### src/hw/rtl/bcfd_pkg.sv
`default_nettype none

package bcfd_pkg;

  localparam int unsigned CELL_SLOTS = 192;
  localparam int unsigned CELL_AW    = (CELL_SLOTS > 1) ? $clog2(CELL_SLOTS) : 1;

  localparam logic [28:0] ID_MAIN   = 29'h0C50FF50;
  localparam logic [28:0] ID_VOLT   = 29'h0C50FF51;
  localparam logic [28:0] ID_TEMP   = 29'h0C50FF52;
  localparam logic [28:0] ID_SWITCH = 29'h0C50FF33;
  localparam logic [28:0] ID_ALARM  = 29'h0C50FF34;
  localparam logic [28:0] ID_FAULT  = 29'h0C50FF35;
  localparam logic [28:0] ID_CELLV  = 29'h0C50FF55;
  localparam logic [28:0] ID_BAL    = 29'h0C50FF3C;

  localparam logic [7:0]  MUX_LOW   = 8'h43;
  localparam logic [7:0]  MUX_HIGH  = 8'h83;
  localparam logic [15:0] MAIN_BIT  = 16'h0002;

  localparam logic [3:0]  LEN_FULL  = 4'd8;
  localparam logic [3:0]  LEN_WORDS = 4'd4;
  localparam logic [13:0] PCT_MAX   = 14'd10000;

  localparam logic [1:0]  MODE_STANDBY = 2'd0;
  localparam logic [1:0]  MODE_ACTIVE  = 2'd1;
  localparam logic [1:0]  MODE_FAULT   = 2'd2;

  typedef logic [7:0][7:0] byte_vec_t;

  typedef struct packed {
    logic        volt_we;
    logic        bal_we;
    logic [7:0]  idx;
    logic [15:0] volt;
    logic        bal;
  } cell_wr_t;

  typedef struct packed {
    logic       en;
    logic [7:0] idx;
  } cell_rd_t;

  typedef struct packed {
    logic [15:0] pack_voltage;
    logic [13:0] soc;
    logic [13:0] soh;
    logic [15:0] min_cell;
    logic [15:0] max_cell;
    logic [19:0] min_temp;
    logic [19:0] max_temp;
    logic [1:0]  bms_state;
    logic [2:0]  flags;
  } status_t;

  function automatic logic [15:0] word_at(byte_vec_t b, logic [2:0] pos);
    logic [2:0] hi;
    hi = pos + 3'd1;
    return {b[hi], b[pos]};
  endfunction

endpackage

`default_nettype wire

### src/hw/rtl/bms_can_frame_decoder_top.sv
`default_nettype none

// Decodes battery-management CAN frames into a pack status summary and keeps a
// per-cell voltage and balancing store; each beat in gives one result beat out.
// Reads, short frames and frames other than cell-voltage or balancing go straight
// to the result stage; a cell-voltage frame first steps through three cells and a
// balancing frame six, through the single write port of the cell store (one cell
// per cycle). The next beat is taken while a result still waits on the output
// register. After reset the cell store clears all 192 entries, one entry per
// cycle, with the input stalled until it is done.
module bms_can_frame_decoder_top (
  input  wire         clk_i,
  input  wire         rst_ni,
  input  wire         in_valid_i,
  output logic        in_stall_o,
  input  wire         cmd_i,
  input  wire  [28:0] frame_id_i,
  input  wire  [3:0]  frame_len_i,
  input  wire  [7:0]  byte0_i,
  input  wire  [7:0]  byte1_i,
  input  wire  [7:0]  byte2_i,
  input  wire  [7:0]  byte3_i,
  input  wire  [7:0]  byte4_i,
  input  wire  [7:0]  byte5_i,
  input  wire  [7:0]  byte6_i,
  input  wire  [7:0]  byte7_i,
  input  wire  [7:0]  query_cell_i,
  output logic        out_valid_o,
  input  wire         out_stall_i,
  output logic [15:0] pack_voltage_dv_o,
  output logic [13:0] soc_pptt_o,
  output logic [13:0] health_pptt_o,
  output logic [15:0] min_cell_mv_o,
  output logic [15:0] max_cell_mv_o,
  output logic [19:0] min_temp_dc_o,
  output logic [19:0] max_temp_dc_o,
  output logic [7:0]  cell_count_o,
  output logic [1:0]  bms_state_o,
  output logic [3:0]  status_flags_o,
  output logic [15:0] cell_voltage_mv_o,
  output logic        cell_balancing_o
);

  typedef enum logic [1:0] {
    ST_IDLE,
    ST_CELLW,
    ST_BALW,
    ST_FINISH
  } state_e;

  state_e state_q;
  logic [2:0] step_q;
  bcfd_pkg::byte_vec_t bytes_q;
  logic       alive_q;
  logic       is_read_q;
  logic [7:0] hcc_q;
  logic       out_valid_q;

  bcfd_pkg::byte_vec_t in_bytes;
  bcfd_pkg::cell_wr_t  wr;
  bcfd_pkg::cell_rd_t  rd;
  bcfd_pkg::status_t   status;
  logic        accept;
  logic        full_len;
  logic [7:0]  cidx;
  logic        cidx_in_rng;
  logic [15:0] mv;
  logic [2:0]  bal_pos;
  logic [15:0] rd_volt;
  logic        rd_bal;
  logic        store_busy;
  logic        out_free;
  logic        out_load;

  assign in_bytes = {byte7_i, byte6_i, byte5_i, byte4_i, byte3_i, byte2_i, byte1_i, byte0_i};
  assign accept   = in_valid_i && (state_q == ST_IDLE) && !store_busy;
  assign in_stall_o = (state_q != ST_IDLE) || store_busy;
  assign full_len = frame_len_i >= bcfd_pkg::LEN_FULL;
  assign out_free = !out_valid_q || !out_stall_i;
  assign out_load = (state_q == ST_FINISH) && out_free;

  assign cidx        = bytes_q[1] + {5'd0, step_q};
  assign cidx_in_rng = {1'b0, cidx} < 9'(bcfd_pkg::CELL_SLOTS);
  assign mv          = bcfd_pkg::word_at(bytes_q, {step_q[1:0], 1'b0} + 3'd2);
  assign bal_pos     = step_q + 3'd2;

  always_comb begin
    wr.volt_we = (state_q == ST_CELLW) && cidx_in_rng && (mv != 16'd0);
    wr.bal_we  = (state_q == ST_BALW) && cidx_in_rng;
    wr.idx     = cidx;
    wr.volt    = mv;
    wr.bal     = bytes_q[bal_pos] != 8'd0;
    rd.en      = accept && cmd_i;
    rd.idx     = query_cell_i;
  end

  bcfd_cell_store u_store (
    .clk_i     (clk_i),
    .rst_ni    (rst_ni),
    .wr_i      (wr),
    .rd_i      (rd),
    .rd_volt_o (rd_volt),
    .rd_bal_o  (rd_bal),
    .busy_o    (store_busy)
  );

  bcfd_status u_status (
    .clk_i       (clk_i),
    .rst_ni      (rst_ni),
    .upd_i       (accept && !cmd_i),
    .frame_id_i  (frame_id_i),
    .frame_len_i (frame_len_i),
    .bytes_i     (in_bytes),
    .status_o    (status)
  );

  always_ff @(posedge clk_i or negedge rst_ni) begin
    if (!rst_ni) begin
      state_q           <= ST_IDLE;
      step_q            <= '0;
      bytes_q           <= '0;
      alive_q           <= 1'b0;
      is_read_q         <= 1'b0;
      hcc_q             <= '0;
      out_valid_q       <= 1'b0;
      pack_voltage_dv_o <= '0;
      soc_pptt_o        <= '0;
      health_pptt_o     <= '0;
      min_cell_mv_o     <= '0;
      max_cell_mv_o     <= '0;
      min_temp_dc_o     <= '0;
      max_temp_dc_o     <= '0;
      cell_count_o      <= '0;
      bms_state_o       <= '0;
      status_flags_o    <= '0;
      cell_voltage_mv_o <= '0;
      cell_balancing_o  <= 1'b0;
    end else begin
      if (out_load) begin
        out_valid_q <= 1'b1;
      end else if (!out_stall_i) begin
        out_valid_q <= 1'b0;
      end
      unique case (state_q)
        ST_IDLE: begin
          if (accept) begin
            bytes_q   <= in_bytes;
            step_q    <= '0;
            is_read_q <= cmd_i;
            alive_q   <= !cmd_i && full_len && (frame_id_i == bcfd_pkg::ID_MAIN);
            if (!cmd_i && full_len && frame_id_i == bcfd_pkg::ID_CELLV) begin
              state_q <= ST_CELLW;
            end else if (!cmd_i && full_len && frame_id_i == bcfd_pkg::ID_BAL) begin
              state_q <= ST_BALW;
            end else begin
              state_q <= ST_FINISH;
            end
          end
        end
        ST_CELLW: begin
          if (wr.volt_we && ({1'b0, cidx} + 9'd1 > {1'b0, hcc_q})) begin
            hcc_q <= cidx + 8'd1;
          end
          step_q <= step_q + 3'd1;
          if (step_q == 3'd2) begin
            state_q <= ST_FINISH;
          end
        end
        ST_BALW: begin
          step_q <= step_q + 3'd1;
          if (step_q == 3'd5) begin
            state_q <= ST_FINISH;
          end
        end
        ST_FINISH: begin
          if (out_free) begin
            pack_voltage_dv_o <= status.pack_voltage;
            soc_pptt_o        <= status.soc;
            health_pptt_o     <= status.soh;
            min_cell_mv_o     <= status.min_cell;
            max_cell_mv_o     <= status.max_cell;
            min_temp_dc_o     <= status.min_temp;
            max_temp_dc_o     <= status.max_temp;
            cell_count_o      <= hcc_q;
            bms_state_o       <= status.bms_state;
            status_flags_o    <= {alive_q, status.flags};
            cell_voltage_mv_o <= is_read_q ? rd_volt : 16'd0;
            cell_balancing_o  <= is_read_q && rd_bal;
            state_q           <= ST_IDLE;
          end
        end
        default: begin
          state_q <= ST_IDLE;
        end
      endcase
    end
  end

  assign out_valid_o = out_valid_q;

endmodule

`default_nettype wire

### src/hw/rtl/bcfd_cell_store.sv
`default_nettype none

module bcfd_cell_store (
  input  wire                 clk_i,
  input  wire                 rst_ni,
  input  bcfd_pkg::cell_wr_t  wr_i,
  input  bcfd_pkg::cell_rd_t  rd_i,
  output logic [15:0]         rd_volt_o,
  output logic                rd_bal_o,
  output logic                busy_o
);

  logic [15:0] volt_mem [bcfd_pkg::CELL_SLOTS];
  logic        bal_mem  [bcfd_pkg::CELL_SLOTS];

  logic [bcfd_pkg::CELL_AW-1:0] clr_addr_q;
  logic                         clr_busy_q;

  logic [bcfd_pkg::CELL_AW-1:0] wr_addr;
  logic [bcfd_pkg::CELL_AW-1:0] rd_addr;
  logic        volt_we;
  logic        bal_we;
  logic [15:0] volt_wd;
  logic        bal_wd;
  logic        rd_in_rng;
  logic [15:0] volt_rd_q;
  logic        bal_rd_q;
  logic        rd_ok_q;

  // clearing pass after reset owns the write port
  assign volt_we   = clr_busy_q || wr_i.volt_we;
  assign bal_we    = clr_busy_q || wr_i.bal_we;
  assign wr_addr   = clr_busy_q ? clr_addr_q : bcfd_pkg::CELL_AW'(wr_i.idx);
  assign volt_wd   = clr_busy_q ? 16'd0 : wr_i.volt;
  assign bal_wd    = !clr_busy_q && wr_i.bal;
  assign rd_addr   = bcfd_pkg::CELL_AW'(rd_i.idx);
  assign rd_in_rng = {1'b0, rd_i.idx} < 9'(bcfd_pkg::CELL_SLOTS);

  always_ff @(posedge clk_i) begin
    if (volt_we) begin
      volt_mem[wr_addr] <= volt_wd;
    end
    if (bal_we) begin
      bal_mem[wr_addr] <= bal_wd;
    end
    if (rd_i.en) begin
      volt_rd_q <= volt_mem[rd_addr];
      bal_rd_q  <= bal_mem[rd_addr];
    end
  end

  always_ff @(posedge clk_i or negedge rst_ni) begin
    if (!rst_ni) begin
      clr_addr_q <= '0;
      clr_busy_q <= 1'b1;
      rd_ok_q    <= 1'b0;
    end else begin
      if (clr_busy_q) begin
        clr_addr_q <= clr_addr_q + 1'b1;
        if (clr_addr_q == bcfd_pkg::CELL_AW'(bcfd_pkg::CELL_SLOTS - 1)) begin
          clr_busy_q <= 1'b0;
        end
      end
      if (rd_i.en) begin
        rd_ok_q <= rd_in_rng;
      end
    end
  end

  assign rd_volt_o = rd_ok_q ? volt_rd_q : 16'd0;
  assign rd_bal_o  = rd_ok_q && bal_rd_q;
  assign busy_o    = clr_busy_q;

endmodule

`default_nettype wire

### src/hw/rtl/bcfd_status.sv
`default_nettype none

module bcfd_status (
  input  wire                  clk_i,
  input  wire                  rst_ni,
  input  wire                  upd_i,
  input  wire  [28:0]          frame_id_i,
  input  wire  [3:0]           frame_len_i,
  input  bcfd_pkg::byte_vec_t  bytes_i,
  output bcfd_pkg::status_t    status_o
);

  logic [15:0] pack_q, pack_d;
  logic [15:0] soc_q, soc_d;
  logic [15:0] soh_q, soh_d;
  logic [15:0] lcell_q, lcell_d;
  logic [15:0] hcell_q, hcell_d;
  logic [15:0] ltemp_q, ltemp_d;
  logic [15:0] htemp_q, htemp_d;
  logic        contactor_q, contactor_d;
  logic [3:0][15:0] alarm_q, alarm_d;
  logic [3:0][15:0] fault_q, fault_d;

  logic        full_len;
  logic [3:0]  wcnt_raw;
  logic [1:0]  wcnt;
  logic [15:0] w2, w4;
  logic [2:0][15:0] words;
  logic [2:0][7:0]  subs;
  logic [3:0][15:0] words_upd_alarm, words_upd_fault;
  logic        any_alarm, any_fault;
  logic [19:0] soc_x10, soh_x10;
  logic signed [19:0] ltemp_ext, htemp_ext;

  assign full_len = frame_len_i >= bcfd_pkg::LEN_FULL;
  assign w2       = bcfd_pkg::word_at(bytes_i, 3'd2);
  assign w4       = bcfd_pkg::word_at(bytes_i, 3'd4);
  assign wcnt_raw = (frame_len_i - 4'd2) >> 1;
  assign wcnt     = (wcnt_raw > 4'd3) ? 2'd3 : wcnt_raw[1:0];

  always_comb begin
    words_upd_alarm = alarm_q;
    words_upd_fault = fault_q;
    for (int i = 0; i < 3; i++) begin
      words[i] = bcfd_pkg::word_at(bytes_i, 3'(2 + 2 * i));
      subs[i]  = bytes_i[1] + 8'(i);
    end
    for (int i = 0; i < 3; i++) begin
      for (int k = 0; k < 4; k++) begin
        if (2'(i) < wcnt && subs[i] == 8'(k)) begin
          words_upd_alarm[k] = words[i];
          words_upd_fault[k] = words[i];
        end
      end
    end
  end

  always_comb begin
    pack_d      = pack_q;
    soc_d       = soc_q;
    soh_d       = soh_q;
    lcell_d     = lcell_q;
    hcell_d     = hcell_q;
    ltemp_d     = ltemp_q;
    htemp_d     = htemp_q;
    contactor_d = contactor_q;
    alarm_d     = alarm_q;
    fault_d     = fault_q;
    if (upd_i) begin
      if (frame_id_i == bcfd_pkg::ID_ALARM) begin
        if (frame_len_i >= bcfd_pkg::LEN_WORDS) begin
          alarm_d = words_upd_alarm;
        end
      end else if (frame_id_i == bcfd_pkg::ID_FAULT) begin
        if (frame_len_i >= bcfd_pkg::LEN_WORDS) begin
          fault_d = words_upd_fault;
        end
      end else if (full_len) begin
        unique case (frame_id_i)
          bcfd_pkg::ID_MAIN: begin
            if (bytes_i[0] == bcfd_pkg::MUX_LOW) begin
              pack_d = w2;
            end else if (bytes_i[0] == bcfd_pkg::MUX_HIGH) begin
              soc_d = w2;
              soh_d = w4;
            end
          end
          bcfd_pkg::ID_VOLT: begin
            if (bytes_i[0] == bcfd_pkg::MUX_LOW) begin
              lcell_d = w4;
            end else if (bytes_i[0] == bcfd_pkg::MUX_HIGH) begin
              hcell_d = w4;
            end
          end
          bcfd_pkg::ID_TEMP: begin
            if (bytes_i[0] == bcfd_pkg::MUX_LOW) begin
              ltemp_d = w4;
            end else if (bytes_i[0] == bcfd_pkg::MUX_HIGH) begin
              htemp_d = w4;
            end
          end
          bcfd_pkg::ID_SWITCH: begin
            contactor_d = (w2 & bcfd_pkg::MAIN_BIT) != 16'd0;
          end
          default: begin
          end
        endcase
      end
    end
  end

  always_ff @(posedge clk_i or negedge rst_ni) begin
    if (!rst_ni) begin
      pack_q      <= '0;
      soc_q       <= '0;
      soh_q       <= '0;
      lcell_q     <= '0;
      hcell_q     <= '0;
      ltemp_q     <= '0;
      htemp_q     <= '0;
      contactor_q <= 1'b0;
      alarm_q     <= '0;
      fault_q     <= '0;
    end else begin
      pack_q      <= pack_d;
      soc_q       <= soc_d;
      soh_q       <= soh_d;
      lcell_q     <= lcell_d;
      hcell_q     <= hcell_d;
      ltemp_q     <= ltemp_d;
      htemp_q     <= htemp_d;
      contactor_q <= contactor_d;
      alarm_q     <= alarm_d;
      fault_q     <= fault_d;
    end
  end

  assign any_alarm = |alarm_q;
  assign any_fault = |fault_q;
  assign soc_x10   = 20'(soc_q) * 20'd10;
  assign soh_x10   = 20'(soh_q) * 20'd10;
  assign ltemp_ext = 20'(signed'(ltemp_q));
  assign htemp_ext = 20'(signed'(htemp_q));

  always_comb begin
    status_o.pack_voltage = pack_q;
    status_o.soc      = (soc_x10 > 20'(bcfd_pkg::PCT_MAX)) ? bcfd_pkg::PCT_MAX : soc_x10[13:0];
    status_o.soh      = (soh_x10 > 20'(bcfd_pkg::PCT_MAX)) ? bcfd_pkg::PCT_MAX : soh_x10[13:0];
    status_o.min_cell = lcell_q;
    status_o.max_cell = hcell_q;
    status_o.min_temp = 20'(ltemp_ext * 20'sd10);
    status_o.max_temp = 20'(htemp_ext * 20'sd10);
    if (any_fault) begin
      status_o.bms_state = bcfd_pkg::MODE_FAULT;
    end else if (contactor_q) begin
      status_o.bms_state = bcfd_pkg::MODE_ACTIVE;
    end else begin
      status_o.bms_state = bcfd_pkg::MODE_STANDBY;
    end
    status_o.flags = {any_fault, any_alarm, contactor_q && !any_fault};
  end

endmodule

`default_nettype wire

### config.mk
export PLATFORM = sky130hd
export DESIGN_NAME = bms_can_frame_decoder_top
export DESIGN_NICKNAME = d
export VERILOG_FILES = /design/src/hw/rtl/bcfd_pkg.sv /design/src/hw/rtl/bms_can_frame_decoder_top.sv /design/src/hw/rtl/bcfd_cell_store.sv /design/src/hw/rtl/bcfd_status.sv
export SDC_FILE = /design/constraint.sdc
export NUM_CORES = 2
export LEC_CHECK = 0
export BUFFER_PORTS_ARGS = -buffer_cell sky130_fd_sc_hd__buf_2
export CAP_MARGIN = 15
export CORE_MARGIN = 10
export CORE_UTILIZATION = 50
export CTS_BUF_LIST = sky130_fd_sc_hd__clkbuf_8 sky130_fd_sc_hd__clkbuf_16
export CTS_CLUSTER_SIZE = 40
export DETAILED_ROUTE_END_ITERATION = 12
export GPL_TIMING_DRIVEN = 0
export PLACE_DENSITY = 0.66
export SLEW_MARGIN = 15
export SYNTH_ARGS = -nofsm -noshare
export SYNTH_HDL_FRONTEND = slang
export SYNTH_SLANG_ARGS = --single-unit
### constraint.sdc
create_clock -name clk_i -period 28.3 [get_ports clk_i]
set_input_delay 4.245 -clock clk_i [delete_from_list [all_inputs] [get_ports clk_i]]
set_output_delay 4.245 -clock clk_i [all_outputs]
set_load 0.01 [all_outputs]
# After elaboration in Yosys (flattened, before gate mapping)
# Memory sizes are Yosys's and may differ from the RTL's. A register that Yosys moved wholly into a read port is not among the register bits.
# Cells that the tools add are included.
[word_totals]
register_bits = 476
mem_bits_rw = 3264
in_bits = 110
output_inout_bits = 149
word_cells = 226
n_memories = 2
[op_classes]
n_addsub = 11
n_mul = 4
order_cmp = 14
eq_ne = 30
muxes = 44
bitwise_logic = 3
n_reduce_logical = 73
[memory_table]
columns = ["memory", "words", "width", "read_ports", "rd_ports_with_merged_regs", "wr", "line_no", "text"]
rows = [
  ["u_store.volt_mem", 192, 16, 1, 1, 1, "bcfd_cell_store.sv:13", "logic [15:0] volt_mem [bcfd_pkg::CELL_SLOTS];"],
  ["u_store.bal_mem", 192, 1, 1, 1, 1, "bcfd_cell_store.sv:14", "logic bal_mem [bcfd_pkg::CELL_SLOTS];"],
]
[op_table]
columns = ["operator", "count"]
rows = [
  ["two-way mux 16 bit", 15],
  ["equality test 29 x 28 -> 1 bit (second input constant)", 8],
  ["OR reduction 64 bit", 2],
  ["binary-select mux 8 bit (select 3 bit)", 3],
  ["equality test 8 x 2 -> 1 bit (second input constant)", 6],
  ["greater-than comparator 20 x 14 -> 1 bit (second input constant)", 2],
  ["multiplier 16 x 3 -> 19 bit (second input constant)", 2],
  ["multiplier 16 x 4 -> 19 bit (second input constant)", 2],
  ["two-way mux 8 bit", 4],
  ["logical AND 1 bit", 29],
  ["two-way mux 14 bit", 2],
  ["AND reduction 5 bit", 5],
  ["adder 8 x 1 -> 8 bit (second input constant)", 3],
  ["equality test 8 x 1 -> 1 bit (second input constant)", 3],
  ["zero test 8 bit", 3],
  ["AND reduction 7 bit", 3],
  ["AND reduction 4 bit", 5],
  ["AND reduction 6 bit", 3],
  ["equality test 8 bit (second input constant)", 2],
  ["less-than comparator 8 bit (second input constant)", 2],
  ["nonzero test 16 bit", 1],
  ["two-way mux 2 bit", 7],
  ["less-than comparator 3 x 4 -> 1 bit (second input constant)", 3],
  ["nonzero test 3 bit", 4],
  ["other kinds (31)", 60],
]

# Logic depth before layout (Yosys ltp)
[depth]
word_depth = 9
mapped_depth = 14
mapped_depth_nobuf = 13

# Cells and area by module
# From an unflattened synthesis, not the netlist that was laid out.
[hier_totals]
cells_unflattened = 8182
area_unflattened_um2 = 152139.7
[by_module_without_submodules]
columns = ["mod", "n_inst", "cells_each", "area_each_um2", "seq_area_each_um2"]
rows = [
  ["bcfd_cell_store", 1, 5739, 127503.5, 98776.0],
  ["bcfd_status", 1, 1465, 14699.1, 6030.8],
  ["bms_can_frame_decoder_top", 1, 978, 9937.0, 5680.4],
]

# Worst setup path after synthesis
# Ideal clock, no wire load.
[synth_timing]
kind = "flip-flop to flip-flop"
start = "register step_q[0]"
end = "memory u_store.bal_mem[0], data pin"
setup_time_ns = 1.873
arrival_ns = 9.421
required_ns = 26.427
setup_slack_ns = 17.006
path_stages_with_launch = 5
n_path_buf = 1
synth_period_minus_slack_ns = 11.294
cell_sequence = "dfrtp_1 > buf_1 > inv_1 > nand3_1 > a311oi_1"
[synth_via]
elab_chain_cells = 5
[synth_rtl]
columns = ["element", "line_no", "text"]
rows = [
  ["from (decl)", "bms_can_frame_decoder_top.sv:52", "logic [2:0] step_q;"],
  ["from (signal assigned)", "bms_can_frame_decoder_top.sv:164", "step_q <= step_q + 3'd1;"],
  ["from (signal assigned)", "bms_can_frame_decoder_top.sv:170", "step_q <= step_q + 3'd1;"],
  ["adder 3 x 2 -> 3 bit", "bms_can_frame_decoder_top.sv:85", "assign bal_pos = step_q + 3'd2;"],
  ["binary-select mux 8 bit (select 3 bit)", "bms_can_frame_decoder_top.sv:92", "wr.bal = bytes_q[bal_pos] != 8'd0;"],
  ["two-way mux 8 bit (not written as such)", "bms_can_frame_decoder_top.sv:92", ""],
  ["nonzero test 8 bit", "bms_can_frame_decoder_top.sv:92", ""],
  ["logical AND 1 bit", "bcfd_cell_store.sv:35", "assign bal_wd = !clr_busy_q && wr_i.bal;"],
  ["net u_store.bal_wd", "bcfd_cell_store.sv:24", "logic bal_wd;"],
  ["to (decl)", "bcfd_cell_store.sv:14", ""],
]
# The timed path passes the listed nets, and every way through them passes these cells. The select of a mux whose other input is x is not followed.

==> run metrics <==
Pleak=60.2 nW; fraction of final layout cells with drive strength greater than 1=0.302; first-pass GRT wire length=678 mm; instance count of the mapped netlist=7692; final number of max-transition violations=0; largest net degree at the start of global routing=115; final worst setup slack=18.32 ns; Die Wd=570 um; final core occ=0.580; initial core utilization=0.503; iteration count of the initial detailed-routing pass=7; remaining max-slew budget at the tightest pin=0.0857; crit-path max FO=10; first element of the critical path=query_cell_i[1]; clock insertion delay at the later pin of the skew report=0.98 ns; Critical path destination=u_store.volt_rd_q[10]; Clock Tree Root=sky130_fd_sc_hd__clkbuf_16; area of the core region=301000 um^2; via density per instance=6.62; total of max-cap violations=0; Total Die Area=325000 um^2; capture instance of the worst register-to-register path=u_store.volt_mem[18][11]; result of the run=complete, no violations; hold path startpoint=u_status.hcell_q[12]; H-tree depth=5; Remaining Overflow, GRT=0; launching element type of the critical path=input port; Critical Path Stages=9; Netlist cell types=97; worst-path cell chain=clkbuf_1 -> clkbuf_1 -> buf_2 -> clkbuf_1 -> mux4_2 -> mux4_2 -> mux2_2 -> o21ai_0 -> a21oi_1; kind of cell adding the most delay to the critical path=buffers and inverters; Post-Route Skew=0.0691 ns; Final setup viols=0; setup repair after global routing missed its margin=no; TNS Setup=0 ns; Reg area=110000 um^2; crit end category=register; Boundary Pins=259; Netlist Area Pre-Place=151000 um^2; total power=16.4 mW; synthesis warning total=0; routed vias=84400; hold crit path type=reg -> reg; DRC violations left=0; clock tree from TritonCTS=yes; number of sinks handled by clock tree synthesis=3753; signal arrival time at the worst endpoint=10.46 ns; portion of the post-synthesis area used by sequential elements=0.730; number of antenna-violating nets in the routed design=0; initial antenna violation count=50; Seq cells post-synth=3753; cell with the most instances on the worst path=sky130_fd_sc_hd__clkbuf_1; Routability Congestion=0.989; area growth from synthesis to final layout=15.4%; worst-case clock buffer depth=4; Inserted Clock Buffers=382; cell with the largest stage delay on the worst path=sky130_fd_sc_hd__clkbuf_1; clk slew on worst S/H paths=0.06 ns; worst-case reg-to-reg path depth=12; largest vdd supply drop=0.162 mV; wire per inst=39.2 um; power density normalized to cell area=93.8 nW/um^2; Max Clock Freq=0.100 GHz; height of the chip=570 um; DR iter-0 viols=13300; RR Startpoint=step_q[1]; nets=8704; slew at the pin closest to its max-slew limit=1.37 ns; GRT Util Overall=0.302; number of buffers inserted by port buffering=229; multi-input combinational cell area=40400 um^2; critical path class=in -> reg; data required time at the worst endpoint=28.77 ns; post-route fraction of the period consumed by the critical path=0.353; HPWL reported at the end of detailed placement=339 mm; Avg Synthesized Cell Area=19.7 um^2; async set-or-reset flop fraction in the synthesized netlist=0.126; final hold violation count=0; worst reg2reg setup slack=22.40 ns; # hold bufs at CTS=0; vias in the first global route=82400; postcts setup bufs=0; cell row count=201; peak per-stage delay on the critical path=0.99 ns; cells resized by post-CTS repair=0; Critical path buffers and inverters=4; fill cell instance count of the final layout=21800; Final min period=9.98 ns; predominant post-synthesis flop cell=sky130_fd_sc_hd__edfxtp_1; Routed Wire Length=499 mm; pre-CTS setup slack=18.15 ns; Post-synth EDFFs=3281
[tightest hold or removal path, stage by stage (launching register included)]
cell	delay, ns
sky130_fd_sc_hd__dfrtp_1	0.35
sky130_fd_sc_hd__nand2_1	0.05
sky130_fd_sc_hd__nand2_1	0.05
[cell usage after synthesis (all sizes together), types with 22 or more instances]
cell type,count,share of area
o21ai,112,0.0037
xnor2,26,0.0015
nor2,502,0.012
clkbuf,249,0.0062
mux2,274,0.021
inv,49,0.0012
edfxtp,3281,0.65
mux4,1043,0.16
mux2i,111,0.0073
nand3,60,0.0020
buf,168,0.0057
nor4,65,0.0027
nor3,32,0.0011
a21oi,96,0.0034
nand2,632,0.016
o21a,22,0.0011
xor2,25,0.0014
a22oi,22,0.0011
dfrtp,471,0.078
ha,137,0.011
and2,26,0.0011
[per-layer routing]
metal  routed length [um]  track usage  up-vias
met2               223000        0.454     5908
met3                63400       0.0991     1217
met4                33100        0.161       22
li1                     -            -    32800
met1               179000        0.394    44500
met5                  151            0        -
[logic make-up after synthesis]
family | synth area share
other | 0.0000248
XOR/XNOR | 0.00295
AO/OA/AOI/OAI | 0.0182
buffers and inverters | 0.0131
adder cells (fa/ha/maj) | 0.0120
multiplexers | 0.183
flip-flops | 0.730
AND/OR/NAND/NOR | 0.0407
[power by group]
group	switching, mW	total [mW]	internal [mW]
Combinational	2.75	3.51	0.765
Sequential	0.0977	7.87	7.77
Clock	2.18	4.97	2.79
[state kept, by name, indices dropped and copies added (netlist names), 19 cells and up]
register and flops:
u_store.volt_mem 3072, u_status.alarm_q 64, max_temp_dc_o 19, min_temp_dc_o 19, u_store.bal_mem 192, bytes_q 64
u_status.fault_q 64
[area by class of cell]
cell class,instances,share of cell area
Multi-Input combinational cell,3476,0.231
Timing Repair Buffer,373,0.0247
Tap cell,3958,0.0284
Clock buffer,398,0.0562
Buffer,417,0.0109
Clock inverter,298,0.0144
Inverter,49,0.00105
Antenna cell,25,0.000359
Sequential cell,3753,0.633
[worst min path at each step]
stage / cells after the start / to / slack [ns]
floorplan: 2 / max_cell_mv_o[0] / 0.43
global placement: 2 / max_cell_mv_o[5] / 0.44
detailed placement: 2 / max_cell_mv_o[10] / 0.45
CTS: 2 / max_cell_mv_o[10] / 0.46
global route: 2 / pack_voltage_dv_o[9] / 0.49
finish: 2 / max_cell_mv_o[12] / 0.46
[placed cells by master (no fill, tap or decap), types with 25 or more instances in the layout]
master,n
sky130_fd_sc_hd__nor2_4,182
sky130_fd_sc_hd__mux2_2,226
sky130_fd_sc_hd__nor4_1,65
sky130_fd_sc_hd__nand3_1,60
sky130_fd_sc_hd__clkbuf_16,384
sky130_fd_sc_hd__bufinv_16,30
sky130_fd_sc_hd__dfrtp_1,471
sky130_fd_sc_hd__a21oi_1,93
sky130_fd_sc_hd__mux4_2,1043
sky130_fd_sc_hd__xor2_1,25
sky130_fd_sc_hd__buf_2,352
sky130_fd_sc_hd__mux2i_1,111
sky130_fd_sc_hd__ha_1,137
sky130_fd_sc_hd__buf_16,63
sky130_fd_sc_hd__clkbuf_1,178
sky130_fd_sc_hd__edfxtp_1,3281
sky130_fd_sc_hd__nor2_1,310
sky130_fd_sc_hd__mux2_1,38
sky130_fd_sc_hd__buf_1,26
sky130_fd_sc_hd__clkinv_1,74
sky130_fd_sc_hd__xnor2_1,26
sky130_fd_sc_hd__buf_12,52
sky130_fd_sc_hd__nor3_1,31
sky130_fd_sc_hd__clkbuf_2,72
sky130_fd_sc_hd__inv_1,126
sky130_fd_sc_hd__nand2_1,632
sky130_fd_sc_hd__clkinv_2,64
sky130_fd_sc_hd__diode_2,25
sky130_fd_sc_hd__o21ai_0,97
[metrics by stage]
step | hold WS, ns | instance area [um^2] | std cells
CTS | 0.464 | 174000 | 12700
floorplan | 0.433 | 151000 | 7695
detailed placement | 0.449 | 162000 | 12000
finish | 0.460 | 174000 | 12700
global placement | 0.443 | 157000 | 11900
global route | 0.486 | 174000 | 12700
(Power assumes the default switching activity.)
